--- src/hdl/ikl_sqrt_cell.sv ---
// One digit cell of the pipelined integer square root (rounded down).
// Self-contained; the top level chains one cell per result bit.
`timescale 1ns / 1ps

module ikl_sqrt_cell #(
    parameter int W      = 42,
    parameter int BITPOS = 40,
    parameter int SW     = 1
) (
    input  logic          clk,
    input  logic          rst_n,
    input  logic          adv,
    input  logic          in_valid,
    input  logic [W-1:0]  in_v,
    input  logic [W-1:0]  in_r,
    input  logic [SW-1:0] in_side,
    output logic          out_valid,
    output logic [W-1:0]  out_v,
    output logic [W-1:0]  out_r,
    output logic [SW-1:0] out_side
);

    localparam logic [W:0] BIT_W1 = {{W{1'b0}}, 1'b1} << BITPOS;

    logic          valid_reg;
    logic [W-1:0]  v_reg, v_next;
    logic [W-1:0]  r_reg, r_next;
    logic [SW-1:0] side_reg;
    logic [W:0]    trial;

    // Trial subtract of r + bit
    assign trial = {1'b0, in_r} + BIT_W1;

    always_comb
    begin
        if ({1'b0, in_v} >= trial)
        begin
            v_next = in_v - trial[W-1:0];
            r_next = (in_r >> 1) + BIT_W1[W-1:0];
        end
        else
        begin
            v_next = in_v;
            r_next = in_r >> 1;
        end
    end

    always_ff @(posedge clk or negedge rst_n)
    begin
        if (!rst_n)
            valid_reg <= 1'b0;
        else if (adv)
            valid_reg <= in_valid;
    end

    always_ff @(posedge clk)
    begin
        if (adv)
        begin
            v_reg    <= v_next;
            r_reg    <= r_next;
            side_reg <= in_side;
        end
    end

    assign out_valid = valid_reg;
    assign out_v     = v_reg;
    assign out_r     = r_reg;
    assign out_side  = side_reg;

endmodule

--- config.mk ---
export PLATFORM = sky130hd
export DESIGN_NAME = ikl_sqrt_cell
export DESIGN_NICKNAME = d
export VERILOG_FILES = /design/src/hdl/ikl_sqrt_cell.sv
export SDC_FILE = /design/constraint.sdc
export NUM_CORES = 1
export LEC_CHECK = 0
export CAP_MARGIN = 20
export CORE_MARGIN = 2
export CORE_UTILIZATION = 35
export CTS_BUF_LIST = sky130_fd_sc_hd__clkbuf_4 sky130_fd_sc_hd__clkbuf_8 sky130_fd_sc_hd__clkbuf_16
export DETAILED_ROUTE_END_ITERATION = 12
export DONT_BUFFER_PORTS = 1
export PLACE_DENSITY_LB_ADDON = 0.12
export SLEW_MARGIN = 40
export SYNTH_ARGS = -nofsm -noshare
export SYNTH_HDL_FRONTEND = slang
export SYNTH_SLANG_ARGS = --single-unit
--- constraint.sdc ---
create_clock -name clk -period 0.9 [get_ports clk]
set_input_delay 0.045 -clock clk [delete_from_list [all_inputs] [get_ports clk]]
set_output_delay 0.045 -clock clk [all_outputs]
set_load 0.005 [all_outputs]
=== Word level (Yosys, flattened, before mapping) ===
Index checks and enable logic that the tools add are counted.
Widths: inputs -> output; s select.

* Register bits after elaboration: 86
* Bits of input ports: 89

* $add $sub $neg: 3
* $lt $le $gt $ge: 1
* Mux-type cells: 2

{| class="wikitable"
|+ Operators with widths
! operator !! count
|-
| $add 42x41->43 const B || 1
|-
| $ge 42x43->1 || 1
|-
| $add 41x41->42 const B || 1
|-
| $mux 42 || 1
|-
| $sub 42x42->42 || 1
|-
| $mux 41 || 1
|}

=== Logic depth before layout (Yosys ltp) ===
* Depth in word-level cells: 3
* Mapped depth: 13
* Mapped depth without buffers: 12

=== Least setup slack after synthesis ===
Ideal clock, no wire load.

* Kind: in2reg
* From: in in_v[0]
* To: reg v_reg[14], in the netlist out_v[14] (data pin)
* Setup time: 0.267 ns
* Arrival time: 2.093 ns
* Data required time: 0.633 ns
* Path slack: -1.460 ns
* Cell stages on the path: 12
* Buffers on the path: 0
* Path through: inv_1 > ha_1 > inv_1 > fa_1 > a211oi_1 > o211ai_1 > a31oi_1 > o221ai_1 > a21o_1 > a21oi_1 > xor2_1 > o21ai_0

* Longest elaborated chain between the ends: 2

{| class="wikitable"
|+ Ends and longest elaborated chain
! item !! RTL line !! RTL
|-
| start: declaration || 14 || <nowiki>input logic [W-1:0] in_v,</nowiki>
|-
| $sub 42x42->42 or $ge 42x43->1 (tied branches) || 38, 36 ||
|-
| $mux 42 (*) || 36 || <nowiki>if ({1'b0, in_v} >= trial)</nowiki>
|-
| net v_next[14] || 26 || <nowiki>logic [W-1:0] v_reg, v_next;</nowiki>
|-
| end signal: assignment || 60 || <nowiki>v_reg <= v_next;</nowiki>
|-
| end: declaration || 26 ||
|}

Mark *: on every way through the listed nets, which the timed path passes. The rest lies on a longest branch.
A chain may end at the register's enable or synchronous reset.

=== Worst setup path in the final report ===
* From: in in_r[23]
* To: reg v_reg[1], in the netlist out_v[1] (data pin)

* Longest elaborated chain between the ends: 3

{| class="wikitable"
|+ Ends and longest elaborated chain
! item !! RTL line !! RTL
|-
| start: declaration || 15 || <nowiki>input logic [W-1:0] in_r,</nowiki>
|-
| $add 42x41->43 || 32 || <nowiki>assign trial = {1'b0, in_r} + BIT_W1;</nowiki>
|-
| $ge 42x43->1 || 36 ||
|-
| $mux 42 || 36 ||
|-
| net v_next[1] || 26 ||
|}

The timed path passes the listed nets, and every way through them passes these cells.

==> run metrics <==
FMAX=0.489 GHz; TritonRoute pass-1 iters=5; CP Class=in -> reg; Worst Setup Slack, final=-1.14 ns; Worst setup SP type=input pin; WP data arrival=2.15 ns; Slew Limit Headroom=56.5%; clk_skew=0 ns; vias in the first global route=around 6000; clk_lat worst skew=0.36 ns; ant diodes=0; antenna violation net count after detailed routing=0; CP required=1.00 ns; Total GRT Usage=21.4%; nets=1048; Tot Pwr=14800 µW; largest net degree at the start of global routing=87; DRT iter0 DRCs=261; Critical Path Fanout Max=6; synthesis-to-layout area growth=72.5%; post-synth net total=754; clk buf depth=2; DIE AREA=0.0179 mm²; DR vias/cell=approximately 5.1; Core ar.=approximately 0.017 mm²; EDFF count, synth=85; reported max-cap violation count=0; CP Buf/Inv Count=4; most frequent cells in the layout=buf_4 (201), dlygate4sd3_1 (87), edfxtp_1 (85); CTS Buf Count=9; CTS clk-pin slew, worst paths=approximately 0.060 ns; Die X=134 µm; Mean Syn Cell Area=9.50 µm²; worst-margin pin slew=0.647 ns; post-DR wirelength/cell=18.1 µm; TritonCTS clock tree=yes; most frequent CP cell=buf_4; Crit. End Element=register; Synth Flop Type=edfxtp_1; power density over the cells=1460 mW/mm²; crit path cell chain=inv_1 -> ha_4 -> buf_4 -> nand4_1 -> or3_4 -> o22a_1 -> o21ai_4 -> a221oi_4 -> buf_4 -> buf_8 -> mux2_4; number of buffers added on ports=0; CTS HTree Levels=3; Synth Cell Area=about 0.0059 mm²; Final Hold Fails=86; Final setup viols=44; Seq/Total Area, Yosys=43.7%; post-route cell area=0.0102 mm²; library cells used by synthesis=62; initial antenna violation count=0; TNS Setup=-47.09 ns; first-pass GRT wire length=roughly 30 mm; total grt overflow=0; proportion of layout cells with a drive suffix above 1=46.0%; vias post-DR=around 5900; # DRC=0; Routability Congestion=0.911; final period utilization=227%; synth warn=0; clk sinks=86; I/O pin cnt=175; clock period minus worst slack=~2.0 ns; Lkg Pwr=0.00417 µW; standard-cell rows=47; hold_ws=-0.195 ns; placed cell areas=0.00775 mm²; Synth Instances=621; failing checks=negative hold slack, negative setup slack; outcome=complete, but fails checks; Hold Buf Count CTS=87; detailed placement HPWL=14.4 mm; ys async rst share=1.16%; Initial Util=35.7%; critical path's largest stage delay=0.45 ns; Synth Register Bits=86; Layout Utilization=61.6%; final slew viol count=0; delay-heaviest family, CP=simple AND/OR/NAND/NOR gates; worst min-delay path class=in -> reg; root buffer cell=clkbuf_16; total wire length=around 21 mm; most common cell after layout, fill and taps aside=buf_4; Max VDD drop=0.00108 V; RSZ-0062 raised after global routing=yes; Crit-path slowest cell=or3_4; die height=134 µm
sequential cells by signal, indices dropped and copies added (netlist names):
name	count
out_side	1
out_v	42
out_r	42
out_valid	1
per-stage QoR:
| step | std cells | worst slack (ns) |
|---|---|---|
| 2_1_floorplan | 621 | -1.32 |
| 3_3_place_gp | 1005 | -1.67 |
| 3_5_place_dp | 1005 | -1.64 |
| 4_1_cts | 1123 | -1.10 |
| 5_1_grt | 1140 | -1.27 |
| 6_report | 1140 | -1.14 |
area by class of cell:
type                            instances  area, µm²
Timing Repair Buffer                  309       2760
Sequential cell                        86       2580
Fill cell                            1367       6350
Tap cell                              220        275
Inverter                               57        282
Clock buffer                           10        233
Clock inverter                          6       86.3
Multi-Input combinational cell        452       3970
final timing paths:
path                       slack [ns]  cells after the start        end      start
hold reg to reg                  0.55                      1  out_valid  out_valid
hold / removal                  -0.19                      0  out_v[32]        adv
min in group asynchronous        0.44                      2  out_valid      rst_n
setup / recovery                -1.14                     11   out_v[1]   in_r[23]
max in group asynchronous        0.36                      2  out_valid      rst_n
setup reg to reg                 0.13                      1  out_valid  out_valid
cells in the mapped netlist (all sizes together) (3+ instances only):
cell type / n / area (µm²)
a21boi: 3 / 26.3
and3: 9 / 56.3
inv: 57 / 214
buf: 24 / 141
nor3: 10 / 50.1
nand4: 12 / 75.1
o21bai: 5 / 41.3
a2111oi: 4 / 66.3
ha: 43 / 538
o21ai: 68 / 344
nor4: 4 / 25.0
nand3: 18 / 90.1
a21oi: 45 / 240
xnor2: 18 / 158
o211ai: 5 / 37.5
or3: 3 / 18.8
a21o: 16 / 120
o31ai: 4 / 35.0
a211oi: 3 / 27.5
a31oi: 8 / 50.1
xor2: 18 / 158
nor2: 38 / 143
edfxtp: 85 / 2550
o21a: 9 / 67.6
nand2: 78 / 293
logic make-up after synthesis:
kind of cell | count (synthesis) | synth area share [%]
multiplexers | 2 | 0.382
AO/OA/AOI/OAI | 191 | 21.4
flip-flops | 86 | 43.7
AND/OR/NAND/NOR | 179 | 13.5
buffers and inverters | 83 | 6.15
XOR/XNOR | 36 | 5.34
adder cells (fa/ha/maj) | 44 | 9.46
per-layer routing:
layer | global-route usage [%] | wire (µm) | vias up
met3 | 4.61 | 1030 | 23
met4 | 6.68 | 312 | 0
met5 | 0 | 0 | -
li1 | - | - | 2848
met2 | 37.9 | 10700 | 176
met1 | 26.0 | 8600 | 2809
what timing repair did:
item / in CTS / in global routing
hold endpoints to repair: 172 / 86
setup buffers: 16 / 12
cloned: 1 / 6
resized for setup: 107 / 137
pin swaps: 37 / 71
endpoints found under the setup margin: 44 / 44
power by group:
| part | switching, µW | internal (µW) | leakage (µW) |
|---|---|---|---|
| combinational | 2530 | 2980 | 0.00317 |
| sequential | 245 | 4990 | 0.000842 |
| clock | 1650 | 2460 | 0.000157 |
| total | 4420 | 10400 | 0.00417 |
Power figures use the tool's default switching activity.
