[src/hdl/ikl_div_cell.sv]
// One quotient-bit cell of the pipelined restoring divider.
// Self-contained; the top level chains one cell per fraction bit.
`timescale 1ns / 1ps

module ikl_div_cell #(
    parameter int DW = 40,
    parameter int QW = 16,
    parameter int SW = 1
) (
    input  logic          clk,
    input  logic          rst_n,
    input  logic          adv,
    input  logic          in_valid,
    input  logic [DW-1:0] in_r,
    input  logic [DW-1:0] in_den,
    input  logic [QW-1:0] in_q,
    input  logic [SW-1:0] in_side,
    output logic          out_valid,
    output logic [DW-1:0] out_r,
    output logic [DW-1:0] out_den,
    output logic [QW-1:0] out_q,
    output logic [SW-1:0] out_side
);

    logic          valid_reg;
    logic [DW-1:0] r_reg, r_next;
    logic [DW-1:0] den_reg;
    logic [QW-1:0] q_reg, q_next;
    logic [SW-1:0] side_reg;
    logic [DW:0]   r2;
    logic [DW:0]   diff;

    // Shift remainder, try subtracting the divisor
    assign r2   = {in_r, 1'b0};
    assign diff = r2 - {1'b0, in_den};

    always_comb
    begin
        if (r2 >= {1'b0, in_den})
        begin
            r_next = diff[DW-1:0];
            q_next = {in_q[QW-2:0], 1'b1};
        end
        else
        begin
            r_next = r2[DW-1:0];
            q_next = {in_q[QW-2:0], 1'b0};
        end
    end

    always_ff @(posedge clk or negedge rst_n)
    begin
        if (!rst_n)
            valid_reg <= 1'b0;
        else if (adv)
            valid_reg <= in_valid;
    end

    always_ff @(posedge clk)
    begin
        if (adv)
        begin
            r_reg    <= r_next;
            den_reg  <= in_den;
            q_reg    <= q_next;
            side_reg <= in_side;
        end
    end

    assign out_valid = valid_reg;
    assign out_r     = r_reg;
    assign out_den   = den_reg;
    assign out_q     = q_reg;
    assign out_side  = side_reg;

endmodule

[config.mk]
export PLATFORM = sky130hd
export DESIGN_NAME = ikl_div_cell
export DESIGN_NICKNAME = d
export VERILOG_FILES = /design/src/hdl/ikl_div_cell.sv
export SDC_FILE = /design/constraint.sdc
export NUM_CORES = 1
export LEC_CHECK = 0
export BUFFER_PORTS_ARGS = -buffer_cell sky130_fd_sc_hd__buf_2
export CAP_MARGIN = 20
export CORE_MARGIN = 1
export CORE_UTILIZATION = 56
export CTS_BUF_LIST = sky130_fd_sc_hd__clkbuf_4 sky130_fd_sc_hd__clkbuf_8
export CTS_CLUSTER_SIZE = 25
export DETAILED_ROUTE_END_ITERATION = 8
export GPL_TIMING_DRIVEN = 0
export PLACE_DENSITY = 0.88
export SYNTH_ARGS = -nofsm -noshare
export SYNTH_HDL_FRONTEND = slang
export SYNTH_SLANG_ARGS = --single-unit
[constraint.sdc]
create_clock -name clk -period 2.1 [get_ports clk]
set_clock_uncertainty 0.1 [all_clocks]
set_input_delay 0.42 -clock clk [delete_from_list [all_inputs] [get_ports clk]]
set_output_delay 0.42 -clock clk [all_outputs]
set_load 0.005 [all_outputs]
Word level (Yosys, flattened, before mapping)
Cells that the tools add are included.
{"block": "totals", "regBits": 98, "latchBits": 0, "out_inout_bits": 98, "memories": 0, "mem_bits_rw": 0, "romBits": 0, "word_cells": 10, "input_bits": 101}
{"block": "op_classes", "eq_ne": 0, "muxes": 2, "div": 0, "order_cmp": 1, "addsub": 1, "n_reduce_logical": 0, "mul": 0, "bitwise_logic": 0, "shift": 0}
{"operator": "$ge A41 B40 Y1", "n": 1}
{"operator": "$mux W40", "n": 1}
{"operator": "$sub A40 B40 Y40", "n": 1}
{"operator": "$mux W1", "n": 1}

Longest topological paths before layout
{"block": "depth", "depth_word": 2, "depth_mapped": 15, "mapped_depth_nobuf": 12}

Worst setup path before layout
No wires, ideal clock.
{"block": "synth_timing", "kind": "input to register", "start": "input in_den[23]", "end": "register r_reg[12], in the netlist out_r[12], data pin", "setup_ns": 0.262, "setup_slack_ns": -1.036, "arrival_time_ns": 2.774, "required_time_ns": 1.738, "stages": 12, "cell_sequence": "inv_1 > ha_1 > clkbuf_1 > nand4_1 > or3_1 > o41a_1 > o221ai_2 > nor2_1 > o31a_4 > inv_4 > buf_12 > mux2_1"}
{"block": "synth_via", "elab_chain_cells": 2}
{"element": "start, declared", "line_no": "15", "rtl": "input logic [DW-1:0] in_den,"}
{"element": "$ge A41 B40 Y1", "line_no": "39", "rtl": "if (r2 >= {1'b0, in_den})"}
{"element": "$mux W40", "line_no": "39"}
{"element": "named net r_next[12]", "line_no": "26", "rtl": "logic [DW-1:0] r_reg, r_next;"}
{"element": "end signal, assigned", "line_no": "63", "rtl": "r_reg <= r_next;"}
{"element": "end, declared", "line_no": "26"}
The timed path passes the listed nets, and every way through them passes these cells.
A chain may end at the register's enable or synchronous reset.

Worst setup path after layout
{"block": "layout_timing", "start": "input in_den[14]", "end": "register r_reg[9], in the netlist out_r[9], data pin"}
Same word-level chain as after synthesis.

==> summary.md <==
| Metric | Value |
|---|---|
| Number of flops mapped to enable cells by yosys | `97` |
| Multiplexer share of the synthesized area | `0.0191` |
| FFs w/ async S/R, synth | `0.0102` |
| Largest family of logic cells by synthesized area | `compound AO/OA/AOI/OAI gates` |
| Worst Hold End | `out_q[7]` |
| Ranking of synthesized cells by area | `edfxtp_1 (50%), ha_1 (8.6%), a21oi_1 (5.8%)` |
| Final min period | `~3000 ps` |
| Drt initial violations | `about 480` |
| Combinational Power Share | `0.368` |
| Part of the power in the clock network | `0.216` |
| Setup WS pre-CTS | `-1570 ps` |
| Non-filler cells, final | `roughly 950` |
| Mapped cell area | `roughly 5800 um2` |
| VDD IR-drop max | `around 400 uV` |
| Crit path DAT | `approximately 3100 ps` |
| ANT cells | `0` |
| Die Ht | `approximately 100 um` |
| Critical path peak fanout | `6` |
| Cell taking the most area after synthesis | `edfxtp_1` |
| Simple-gate share of the synthesized area | `0.104` |
| DRC | `0` |
| Number of synthesis warnings | `0` |
| Sw frac | `0.317` |
| Main synth FF type | `edfxtp_1` |
| Total GRT Usage | `0.363` |
| Register area | `a little under 3000 um2` |
| CTS tree | `built` |
| Setup TNS | `-33520 ps` |
| Status | `finished with violations` |
| Hold depth | `1` |
| NetSw | `~1.9 mW` |
| Syn_nets | `682` |
| Iteration count of the initial detailed-routing pass | `8` |
| Final ANT Viol Nets | `0` |
| Worst Setup Slack, final | `-891 ps` |
| Reg2Reg Launch Point | `out_valid` |
| Seq/Total Area, Yosys | `0.505` |
| Nets | `955` |
| GRT overflow | `0` |
| TritonCTS buffer count | `9` |
| Worst Reg-to-Reg Cells | `1` |
| Power Dens Cells | `around 670 nW/um2` |
| Max-slew headroom | `0.626` |
| Hold WS | `roughly 100 ps` |
| Yosys cell types | `68` |
| Root Driver | `clkbuf_8` |
| Int Pwr | `a little over 4 mW` |
| PnR Total Power | `~6 mW` |
| Clk slew on worst S/H paths | `110 ps` |
| Compound-cell area share of the yosys netlist | `0.173` |
| Max frequency | `334 MHz` |
| Post-Syn Area per Cell | `10.8 um2` |
| Core area | `9910 um2` |
| Die area | `10800 um2` |
| Tcrit/Tclk final | `1.42` |
| Clock Path Buffers | `2` |
| Commonest cells after routing, fill and taps aside | `buf_2 (171), edfxtp_1 (97), buf_4 (58), nor2_1 (34), a21oi_1 (34)` |
| Final Util | `0.903` |
| IO Count | `~200` |
| Row Count | `36` |
| Worst-Margin Slew | `561 ps` |
| Final wirelength | `between 20000 and 25000 um` |
| Max Slew Vio Count | `0` |
| Worst endpoint required time | `around 2200 ps` |
| Hpwl dp | `roughly 11000 um` |
| Via Count | `5906` |
| Post-place instance area | `roughly 7400 um2` |
| # fillers | `385` |
| Setup Viol. Count Final | `about 40` |
| RSZ-0062 raised after global routing | `true` |
| Vias/cell | `between 6 and 7` |
| Sink Count | `98` |
| First-pass GRT wire length | `around 30000 um` |
| Multi-input logic area | `roughly 3400 um2` |
| Starting Density | `0.587` |
| Hold_sp | `in_q[6]` |
| Initial antenna violation count | `0` |
| Max-cap violations | `0` |
| Critical path startpoint category | `input pin` |
| H-tree levels | `3` |
| Xor/xnor share of the synthesized area | `0.0542` |
| Die Wd | `104 um` |
| Critical path type | `in -> reg` |
| Top cell type's share of synthesized area | `0.501` |
| Worst setup EP type | `register` |
| Synth Area in Adders | `0.0895` |
| Final-report hold violation count | `0` |
| CP cell instances | `buf_8, inv_4, ha_4, and3_4, nand4_1, o21ai_2, o21ai_4, a21o_1, o31a_2, o31a_4, inv_6, buf_8, buf_8, buf_8, nor2_4, a21oi_2` |
| Commonest non-fill, non-tap cell in the layout | `buf_2` |
| Cells after synthesis | `540` |
| Crit path top cell by count | `buf_8` |
| Clk_lat worst skew | `between 300 and 400 ps` |
| Area delta synth->final | `53.8%` |
| Flop2flop setup slack | `1210 ps` |
| Seq pwr share | `0.415` |
| FF-to-FF End | `out_valid` |
| Routability cong. | `~0.89` |
| Design area | `8950 um2` |
| Worst hold path class | `in -> reg` |
| CP max stage cell | `o31a_4` |
| Largest net degree at the start of global routing | `59` |
| Static leakage | `~3.9 nW` |
| Vias in the first global route | `roughly 5.8k` |
| Wire per inst | `between 20 and 25 um` |
| Failing checks | `setup timing` |
| Port Buffer Count | `197` |
| Layout cells sized above 1 | `0.542` |
| Post-synthesis register bit count | `98` |
| Crit-path max cell delay | `380 ps` |
| Dpl cells | `871` |
## power groups by stage
stage / clock (mW) / sequential (mW) / combinational (mW)
finish: 1.29 / 2.49 / 2.21
global placement: 0 / 2.52 / 1.49
detailed placement: 0 / 2.52 / 1.54
floorplan: 0 / 2.56 / 0.924
global route: 1.35 / 2.50 / 2.30
CTS: 1.27 / 2.48 / 1.89
## routing by layer
layer  wire length, um  global-route usage
met2             10700               0.646
met5                 0                   0
met4              1430               0.201
met1              7670               0.419
met3              2070              0.0526
## worst max-delay path, delay by kind of cell
kind            cells  cell delay [ps]
simple gates        3              400
buf+inv             6              610
fa+ha+maj           1              300
compound gates      6             1350
## sequential cells by signal (all words and copies together) (netlist names)
signal     flops
out_den       40
out_q         16
out_r         40
out_side       1
out_valid      1
## synth_stat cells, drive strengths merged (3+ instances only)
| cell | instances |
|---|---|
| edfxtp | 97 |
| a21oi | 68 |
| inv | 52 |
| nor2 | 49 |
| ha | 40 |
| nand2 | 34 |
| a21o | 24 |
| xnor2 | 23 |
| o21ai | 22 |
| xor2 | 13 |
| nand3 | 12 |
| buf | 11 |
| mux2 | 9 |
| o21bai | 7 |
| clkbuf | 6 |
| nand4 | 6 |
| and3 | 5 |
| nor3 | 5 |
| a211o | 4 |
| and2 | 4 |
| nor2b | 4 |
| a211oi | 3 |
| a31oi | 3 |
| o211ai | 3 |
| o31a | 3 |
| or3 | 3 |
## cell type report
type                       instances  share of cell area
buffer                            10              0.0189
clock buffer                      11              0.0155
clock inverter                     5             0.00699
inverter                          52              0.0260
multi-input combinational        373               0.376
sequential                        98               0.328
tap                              133              0.0186
timing repair buffer             269               0.210
## logic make-up after synthesis
logic type	count (synthesis)
AO/OA/AOI/OAI	156
AND/OR/NAND/NOR	130
flip-flops	98
buffers and inverters	69
adder cells (fa/ha/maj)	41
XOR/XNOR	36
multiplexers	10
## timing repair
item | CTS | global route
pin swaps | 45 | 21
gates resized for setup | 140 | 52
endpoints found under the hold margin | 1 | 0
gates cloned | 3 | 1
hold buffers | 1 | 0
buffers inserted | 52 | 15
endpoints found under the setup margin | 41 | 41
## worst max-delay path by stage
stage          startpoint        end  slack (ps)  cells past startpoint
3_5_place_dp     in_r[11]  out_r[38]       -1570                     11
2_1_floorplan  in_den[34]  out_r[12]        -950                     12
3_3_place_gp   in_den[12]  out_r[34]       -1490                     12
5_1_grt        in_den[14]   out_r[9]        -890                     16
6_report       in_den[14]   out_r[9]        -890                     16
4_1_cts        in_den[21]   out_r[3]        -730                     13
No activity file was read; power rests on OpenSTA's default activity.
