[src/hdl/ikl_pkg.sv]
// Package for the two-link leg inverse kinematics block.
// Holds the fixed-point formats, CORDIC constants and register indexes.
// No dependencies.
`timescale 1ns / 1ps

package ikl_pkg;

    // Fraction bits of positions, lengths and angles
    localparam int F = 16;
    // Angle datapath width (signed, covers +-2pi plus fold headroom)
    localparam int ANG_W = 22;
    // CORDIC x/y datapath width (signed)
    localparam int CORDIC_W = 26;
    // Default and maximum CORDIC depth
    localparam int CORDIC_ITERS_DEF = 18;
    localparam int ATAN_LEN = 28;

    // Register indexes on the configuration port
    localparam logic REG_THIGH_LEN = 1'b0;
    localparam logic REG_SHIN_LEN  = 1'b1;

    // Reset lengths, unsigned Q2.16 meters
    localparam logic [17:0] THIGH_LEN_RST = 18'd6554;
    localparam logic [17:0] SHIN_LEN_RST  = 18'd6554;

    localparam logic [63:0] Q30_HALF_PI = 64'd1686629713;
    localparam logic [63:0] Q30_GAIN    = 64'd652032874;

    localparam logic [31:0] ATAN_Q30 [ATAN_LEN] = '{
        32'h3243F6A8, 32'h1DAC6705, 32'h0FADBAFC, 32'h07F56EA6,
        32'h03FEAB76, 32'h01FFD55B, 32'h00FFFAAA, 32'h007FFF55,
        32'h003FFFEA, 32'h001FFFFD, 32'h000FFFFF, 32'h0007FFFF,
        32'h0003FFFF, 32'h0001FFFF, 32'h0000FFFF, 32'h00007FFF,
        32'h00003FFF, 32'h00001FFF, 32'h00000FFF, 32'h000007FF,
        32'h000003FF, 32'h000001FF, 32'h000000FF, 32'h0000007F,
        32'h0000003F, 32'h0000001F, 32'h0000000F, 32'h00000007
    };

    // Q30 constant to Q.F, rounded
    function automatic logic signed [ANG_W-1:0] from_q30(input logic [63:0] v);
        logic [63:0] t;
        t = (v + (64'd1 << (29 - F))) >> (30 - F);
        return t[ANG_W-1:0];
    endfunction

    // Micro-rotation angle of CORDIC step i
    function automatic logic signed [ANG_W-1:0] atan_q(input int i);
        return from_q30({32'd0, ATAN_Q30[i]});
    endfunction

    localparam logic signed [ANG_W-1:0] HALF_PI_Q = from_q30(Q30_HALF_PI);
    localparam logic signed [ANG_W-1:0] PI_Q      = from_q30(Q30_HALF_PI << 1);
    localparam logic signed [ANG_W-1:0] TWO_PI_Q  = PI_Q <<< 1;
    localparam logic signed [ANG_W-1:0] GAIN_Q    = from_q30(Q30_GAIN);

endpackage

[src/hdl/ikl_cordic_cell.sv]
// One micro-rotation cell of a pipelined CORDIC, vectoring or rotation mode.
// Depends on ikl_pkg for the atan table.
`timescale 1ns / 1ps

module ikl_cordic_cell #(
    parameter int W    = 26,
    parameter int AW   = 22,
    parameter int STEP = 0,
    parameter bit ROT  = 1'b0,
    parameter int SW   = 1
) (
    input  logic                 clk,
    input  logic                 rst_n,
    input  logic                 adv,
    input  logic                 in_valid,
    input  logic signed [W-1:0]  in_x,
    input  logic signed [W-1:0]  in_y,
    input  logic signed [AW-1:0] in_a,
    input  logic [SW-1:0]        in_side,
    output logic                 out_valid,
    output logic signed [W-1:0]  out_x,
    output logic signed [W-1:0]  out_y,
    output logic signed [AW-1:0] out_a,
    output logic [SW-1:0]        out_side
);

    import ikl_pkg::*;

    localparam logic signed [ANG_W-1:0] AT_FULL = atan_q(STEP);
    localparam logic signed [AW-1:0]    AT      = AT_FULL[AW-1:0];

    logic                 valid_reg;
    logic signed [W-1:0]  x_reg, x_next;
    logic signed [W-1:0]  y_reg, y_next;
    logic signed [AW-1:0] a_reg, a_next;
    logic [SW-1:0]        side_reg;
    logic signed [W-1:0]  dx, dy;
    logic                 cw;

    assign dx = in_y >>> STEP;
    assign dy = in_x >>> STEP;
    // Rotation steers on the residual angle, vectoring on the sign of y
    assign cw = ROT ? in_a[AW-1] : !in_y[W-1];

    always_comb
    begin
        if (cw)
        begin
            x_next = in_x + dx;
            y_next = in_y - dy;
            a_next = in_a + AT;
        end
        else
        begin
            x_next = in_x - dx;
            y_next = in_y + dy;
            a_next = in_a - AT;
        end
    end

    always_ff @(posedge clk or negedge rst_n)
    begin
        if (!rst_n)
            valid_reg <= 1'b0;
        else if (adv)
            valid_reg <= in_valid;
    end

    always_ff @(posedge clk)
    begin
        if (adv)
        begin
            x_reg    <= x_next;
            y_reg    <= y_next;
            a_reg    <= a_next;
            side_reg <= in_side;
        end
    end

    assign out_valid = valid_reg;
    assign out_x     = x_reg;
    assign out_y     = y_reg;
    assign out_a     = a_reg;
    assign out_side  = side_reg;

endmodule

[config.mk]
export PLATFORM = sky130hd
export DESIGN_NAME = ikl_cordic_cell
export DESIGN_NICKNAME = d
export VERILOG_FILES = /design/src/hdl/ikl_pkg.sv /design/src/hdl/ikl_cordic_cell.sv
export SDC_FILE = /design/constraint.sdc
export NUM_CORES = 1
export LEC_CHECK = 0
export BUFFER_PORTS_ARGS = -buffer_cell sky130_fd_sc_hd__buf_2
export CORE_MARGIN = 4
export CORE_UTILIZATION = 40
export CTS_BUF_LIST = sky130_fd_sc_hd__clkbuf_16
export CTS_CLUSTER_DIAMETER = 80
export DETAILED_ROUTE_END_ITERATION = 10
export HOLD_SLACK_MARGIN = 0.15
export PLACE_DENSITY = 0.65
export SKIP_LAST_GASP = 1
export SYNTH_ARGS = -nofsm -noshare
export SYNTH_HDL_FRONTEND = slang
export SYNTH_SLANG_ARGS = --single-unit
export TNS_END_PERCENT = 10
[constraint.sdc]
create_clock -name clk -period 2.15 [get_ports clk]
set_input_delay 0 -clock clk [delete_from_list [all_inputs] [get_ports clk]]
set_output_delay 0 -clock clk [all_outputs]
set_load 0.02 [all_outputs]
; ---- Yosys cells after proc, flatten, opt, wreduce, memory -nomap -nowiden
; Index checks and enable logic that the tools add are counted.
; Widths: inputs -> output; s select.
[totals]
regBits = 76
in_bits = 79
output_inout_bits = 76
elab_cells = 13
[op_classes]
n_addsub = 5
muxes = 3
[ops]
columns = cell, n
row1 = $mux 26, 2
row2 = $sub 26x26->26, 2
row3 = $add 26x26->26, 1
row4 = $add 22x17->22 const B, 1
row5 = $mux 22, 1
row6 = $sub 22x17->22 const B, 1

; ---- Depth between registers and ports, before layout
[depth]
ltp_word = 2
mapped_depth = 13

; ---- Worst setup path after synthesis
; Ideal clock, no wire load.
[synth_timing]
kind = input to register
start = in in_y[25]
end = reg a_reg[20], in the netlist out_a[20] (data pin)
setup_time_ns = 0.258
arrival_time_ns = 2.406
t_required_ns = 1.892
path_slack_ns = -0.513
path_stages = 13
path_buffers = 3
cell_sequence = clkbuf_1 -> inv_1 -> clkbuf_1 -> buf_2 -> ha_1 -> a21oi_1 -> nor3b_1 -> a22oi_1 -> a31oi_1 -> o21ai_1 -> a21o_1 -> a21oi_1 -> xnor2_1
[synth_via]
elab_chain_cells = 1
[synth_lines]
columns = item, line_no
row1 = start: declaration, ikl_cordic_cell.sv:17  ; input logic signed [W-1:0] in_y,
row2 = $mux 22, ikl_cordic_cell.sv:47  ; if (cw)
row3 = via a_next[20], ikl_cordic_cell.sv:35  ; logic signed [AW-1:0] a_reg, a_next;
row4 = end signal: assignment, ikl_cordic_cell.sv:75  ; a_reg <= a_next;
row5 = end: declaration, ikl_cordic_cell.sv:35
; The timed path passes the listed nets, and every way through them passes these cells.
; A chain may end at the register's enable or synchronous reset.

; ---- Worst setup path after layout
[layout_timing]
start = in in_x[8]
end = reg x_reg[23], in the netlist out_x[23] (data pin)
[layout_via]
elab_chain_cells = 2
[layout_lines]
columns = item, line_no
row1 = start: declaration, ikl_cordic_cell.sv:16  ; input logic signed [W-1:0] in_x,
row2 = $add 26x26->26 / $sub 26x26->26 (equally long branches), "ikl_cordic_cell.sv:49, ikl_cordic_cell.sv:55"
row3 = $mux 26 *, ikl_cordic_cell.sv:47
row4 = via x_next[23], ikl_cordic_cell.sv:33  ; logic signed [W-1:0] x_reg, x_next;
row5 = end signal: assignment, ikl_cordic_cell.sv:73  ; x_reg <= x_next;
row6 = end: declaration, ikl_cordic_cell.sv:33
; The timed path passes the listed nets; every way through them passes the cells marked *.

==> impl_metrics.json <==
{
  "drive_gt1_frac": 0.372,
  "synth_area_um2": 7310,
  "nFillCells": 1591,
  "gp_congestion": 0.914,
  "status": "completed",
  "dp_slack_ps": -400,
  "synth-seq-cells": 75,
  "synth_top_cell_by_area": "edfxtp_1",
  "fin_crit_ps": 2130,
  "path_depth": 11,
  "yosysSeqAreaShare": 0.307,
  "power_frac_comb": 0.427,
  "power_leakage_nw": 4.88,
  "syn_nets": 984,
  "wl_per_cell_um": 16.3,
  "drt_iter0_drc": 498,
  "path_delay_family": "compound AO/OA/AOI/OAI gates",
  "clock-root-buffer": "clkbuf_16",
  "maxSlewHeadroom": 0.588,
  "cp_max_fo": 7,
  "worstHoldPathType": "in -> reg",
  "core_um2": 18000,
  "maxSlewViolCount": 0,
  "rr_worst_depth": 1,
  "synthSimpleGateAreaFrac": 0.132,
  "critPathLaunch": "in_x[8]",
  "hold_ws_ps": 167,
  "rsz0062_at_grt": "yes",
  "hold_viol": 0,
  "cp-start-kind": "primary input",
  "grt_use_total": 0.221,
  "clkSinkCount": 75,
  "p_int_mw": 4.29,
  "synthTopCellsByCount": "a21oi_1, ha_1, inv_1",
  "seqPwrFrac": 0.304,
  "slowest_stage": "o41ai_4",
  "cpPeakStageDelay_ps": 430,
  "die_y_um": 143,
  "clkTransAtPathRegs_ps": 60,
  "synthAdderAreaFrac": 0.167,
  "post-route-drc-count": 0,
  "overflow": 0,
  "p_per_area_nw_per_um2": 625,
  "routed_via_density": 5.17,
  "timing.rr.start": "out_valid",
  "htree_levels": 3,
  "path_cells": "buf_2, inv_1, ha_2, or3_4, o41ai_4, o31ai_1, buf_4, o21ai_1, o22ai_1, o22ai_1, xnor2_1",
  "drt.antenna.violating_nets": 0,
  "synth_compound_area_frac": 0.235,
  "syn_inst": 810,
  "vias": 7238,
  "cts_buffer_depth": 2,
  "cts_tree": "done",
  "clk_latency_ps": 340,
  "cp.buffers_inverters": 3,
  "synth_top_family_by_area": "compound AO/OA/AOI/OAI gates",
  "min_from": "in_a[11]",
  "synth.yosys.warnings": 0,
  "worstMarginPinSlew_ps": 613,
  "report.final.setup_viol": 0,
  "syn2layout_area_growth_pct": 42.7,
  "cts_made_buffers": 9,
  "io_pins": 155,
  "antenna_found_initial": 0,
  "finalCritPeriodShare": 0.993,
  "drt-total-wl_mm": 22.8,
  "fmax_mhz": 468,
  "synth_xor_area_frac": 0.0779,
  "ir_drop_uv": 481,
  "die_w_um": 143,
  "layout.nets": 1340,
  "synth_edf_count": 74,
  "synth_top_cells_by_area": "edfxtp_1, ha_1, xnor2_1",
  "synth_ff_type": "edfxtp_1",
  "worst_ep_arrival_time_ps": 2220,
  "cap_violations": 0,
  "die_area_um2": 20500,
  "p_clk_frac": 0.269,
  "p_switching_mw": 2.23,
  "worst-endpoint-required_ps": 2230,
  "port_buffers": 154,
  "fin_ws_ps": 15.3,
  "n_antenna_cell": 0,
  "rows": 49,
  "initial_core_util": 0.407,
  "hpwl_mm": 18.8,
  "finClkSkew_ps": 0,
  "crit_type": "in -> reg",
  "yosys.area.top_type_share": 0.304,
  "end_kind": "register",
  "grt_max_degree": 43,
  "first_global_vias": 6999,
  "whs_path_depth": 3,
  "async_flop_share": 0.0133,
  "synth_mux_area_frac": 0.0152,
  "synth.distinct_cells": 83,
  "drt-pass1-iter-count": 4,
  "avgSynthCellArea_um2": 9.03,
  "grt_pass1_wl_mm": 36.0,
  "swShare": 0.342,
  "crit_top_cell": "o22ai_1"
}
## metrics by stage
step	power, mW	utilization	cell area, um^2	cells	TNS, ps
2_1_floorplan	3.55	-	7400	810	-23.0
3_3_place_gp	4.67	0.544	9780	1360	-7740
3_5_place_dp	4.70	0.544	9780	1360	-8550
4_1_cts	6.51	0.575	10300	1396	0
5_1_grt	6.88	0.581	10400	1400	-717
6_report	6.52	0.581	10400	1400	0
## area by class of cell
type | count | area, um^2 | share of cell area
clock inverters | 7 | 115 | 0.0110
repair buffers | 380 | 2530 | 0.243
well taps | 229 | 287 | 0.0275
inverters | 79 | 299 | 0.0287
clock buffers | 9 | 225 | 0.0216
multi-input cells | 621 | 4730 | 0.453
flip-flops and latches | 75 | 2250 | 0.215
## power by group through the flow
stage               clock network (mW)  registers [mW]  logic (mW)
CTS                               1.78            1.99        2.74
finish                            1.75            1.98        2.79
global route                      1.85            2.00        3.02
floorplan                            0            2.33        1.23
detailed placement                   0            2.02        2.69
global placement                     0            2.01        2.65
## state kept, by name, summed over array words and instances (netlist names)
name	cells
out_a	22
out_side	1
out_valid	1
out_x	25
out_y	26
## routing by layer
| layer | track usage | up-vias | wire [um] |
|---|---|---|---|
| li1 | - | 3620 | - |
| met1 | 0.313 | 3335 | 10500 |
| met2 | 0.356 | 257 | 10400 |
| met3 | 0.0248 | 26 | 1530 |
| met4 | 0.0680 | 0 | 380 |
| met5 | 0 | - | 0 |
## final timing paths
check	to	slack [ps]
worst max-delay path	out_x[23]	20
worst min-delay path	out_a[11]	170
worst max register to register	out_valid	1400
worst min register to register	out_valid	520
max in group asynchronous	out_valid	1560
min in group asynchronous	out_valid	490
## worst min-delay path, cell delays in order
cell and delay (ps):
buf_2 90, ha_1 160, xnor2_1 140
## cell usage in the layout (no fill, tap or decap), types with 4 or more instances in the layout
master | synthesis | routed
nand2b_1 | 12 | 12
xnor2_1 | 54 | 54
nand4_1 | 7 | 7
clkbuf_16 | 0 | 9
ha_1 | 91 | 82
a21oi_1 | 91 | 85
inv_1 | 76 | 75
buf_2 | 19 | 153
xor2_1 | 11 | 11
a21oi_2 | 2 | 8
a211o_1 | 4 | 4
fa_1 | 4 | 4
dlygate4sd3_1 | 0 | 20
nor3_2 | 2 | 4
nor4_1 | 8 | 6
a221o_1 | 5 | 5
nor2b_1 | 11 | 9
o31ai_1 | 8 | 7
nand3_1 | 9 | 9
a31oi_1 | 5 | 5
edfxtp_1 | 74 | 74
nor3_1 | 13 | 11
a21o_1 | 17 | 17
o21bai_1 | 5 | 5
ha_2 | 0 | 6
nor2_1 | 59 | 58
buf_4 | 3 | 206
o21a_1 | 11 | 11
a211oi_1 | 6 | 6
o21ai_1 | 14 | 15
mux2i_1 | 10 | 10
o22ai_1 | 5 | 5
or3_1 | 11 | 10
o21ai_0 | 45 | 43
o211ai_1 | 7 | 7
nand2_1 | 34 | 34
## logic make-up (layout without fill, tap and decap cells)
| logic type | Yosys count | count (layout) |
|---|---|---|
| flip-flops | 75 | 75 |
| multiplexers | 11 | 11 |
| adder cells (fa/ha/maj) | 95 | 95 |
| XOR/XNOR | 65 | 65 |
| AND/OR/NAND/NOR | 189 | 189 |
| AO/OA/AOI/OAI | 261 | 261 |
| buffers and inverters | 114 | 475 |
## repair_timing
action / CTS / global route
pin swaps: 2 / 11
hold buffers: 20 / 0
buffers inserted: 0 / 4
hold endpoints to repair: 41 / 0
endpoints found under the setup margin: 3 / 27
resized for setup: 2 / 22
(Power assumes the default switching activity.)
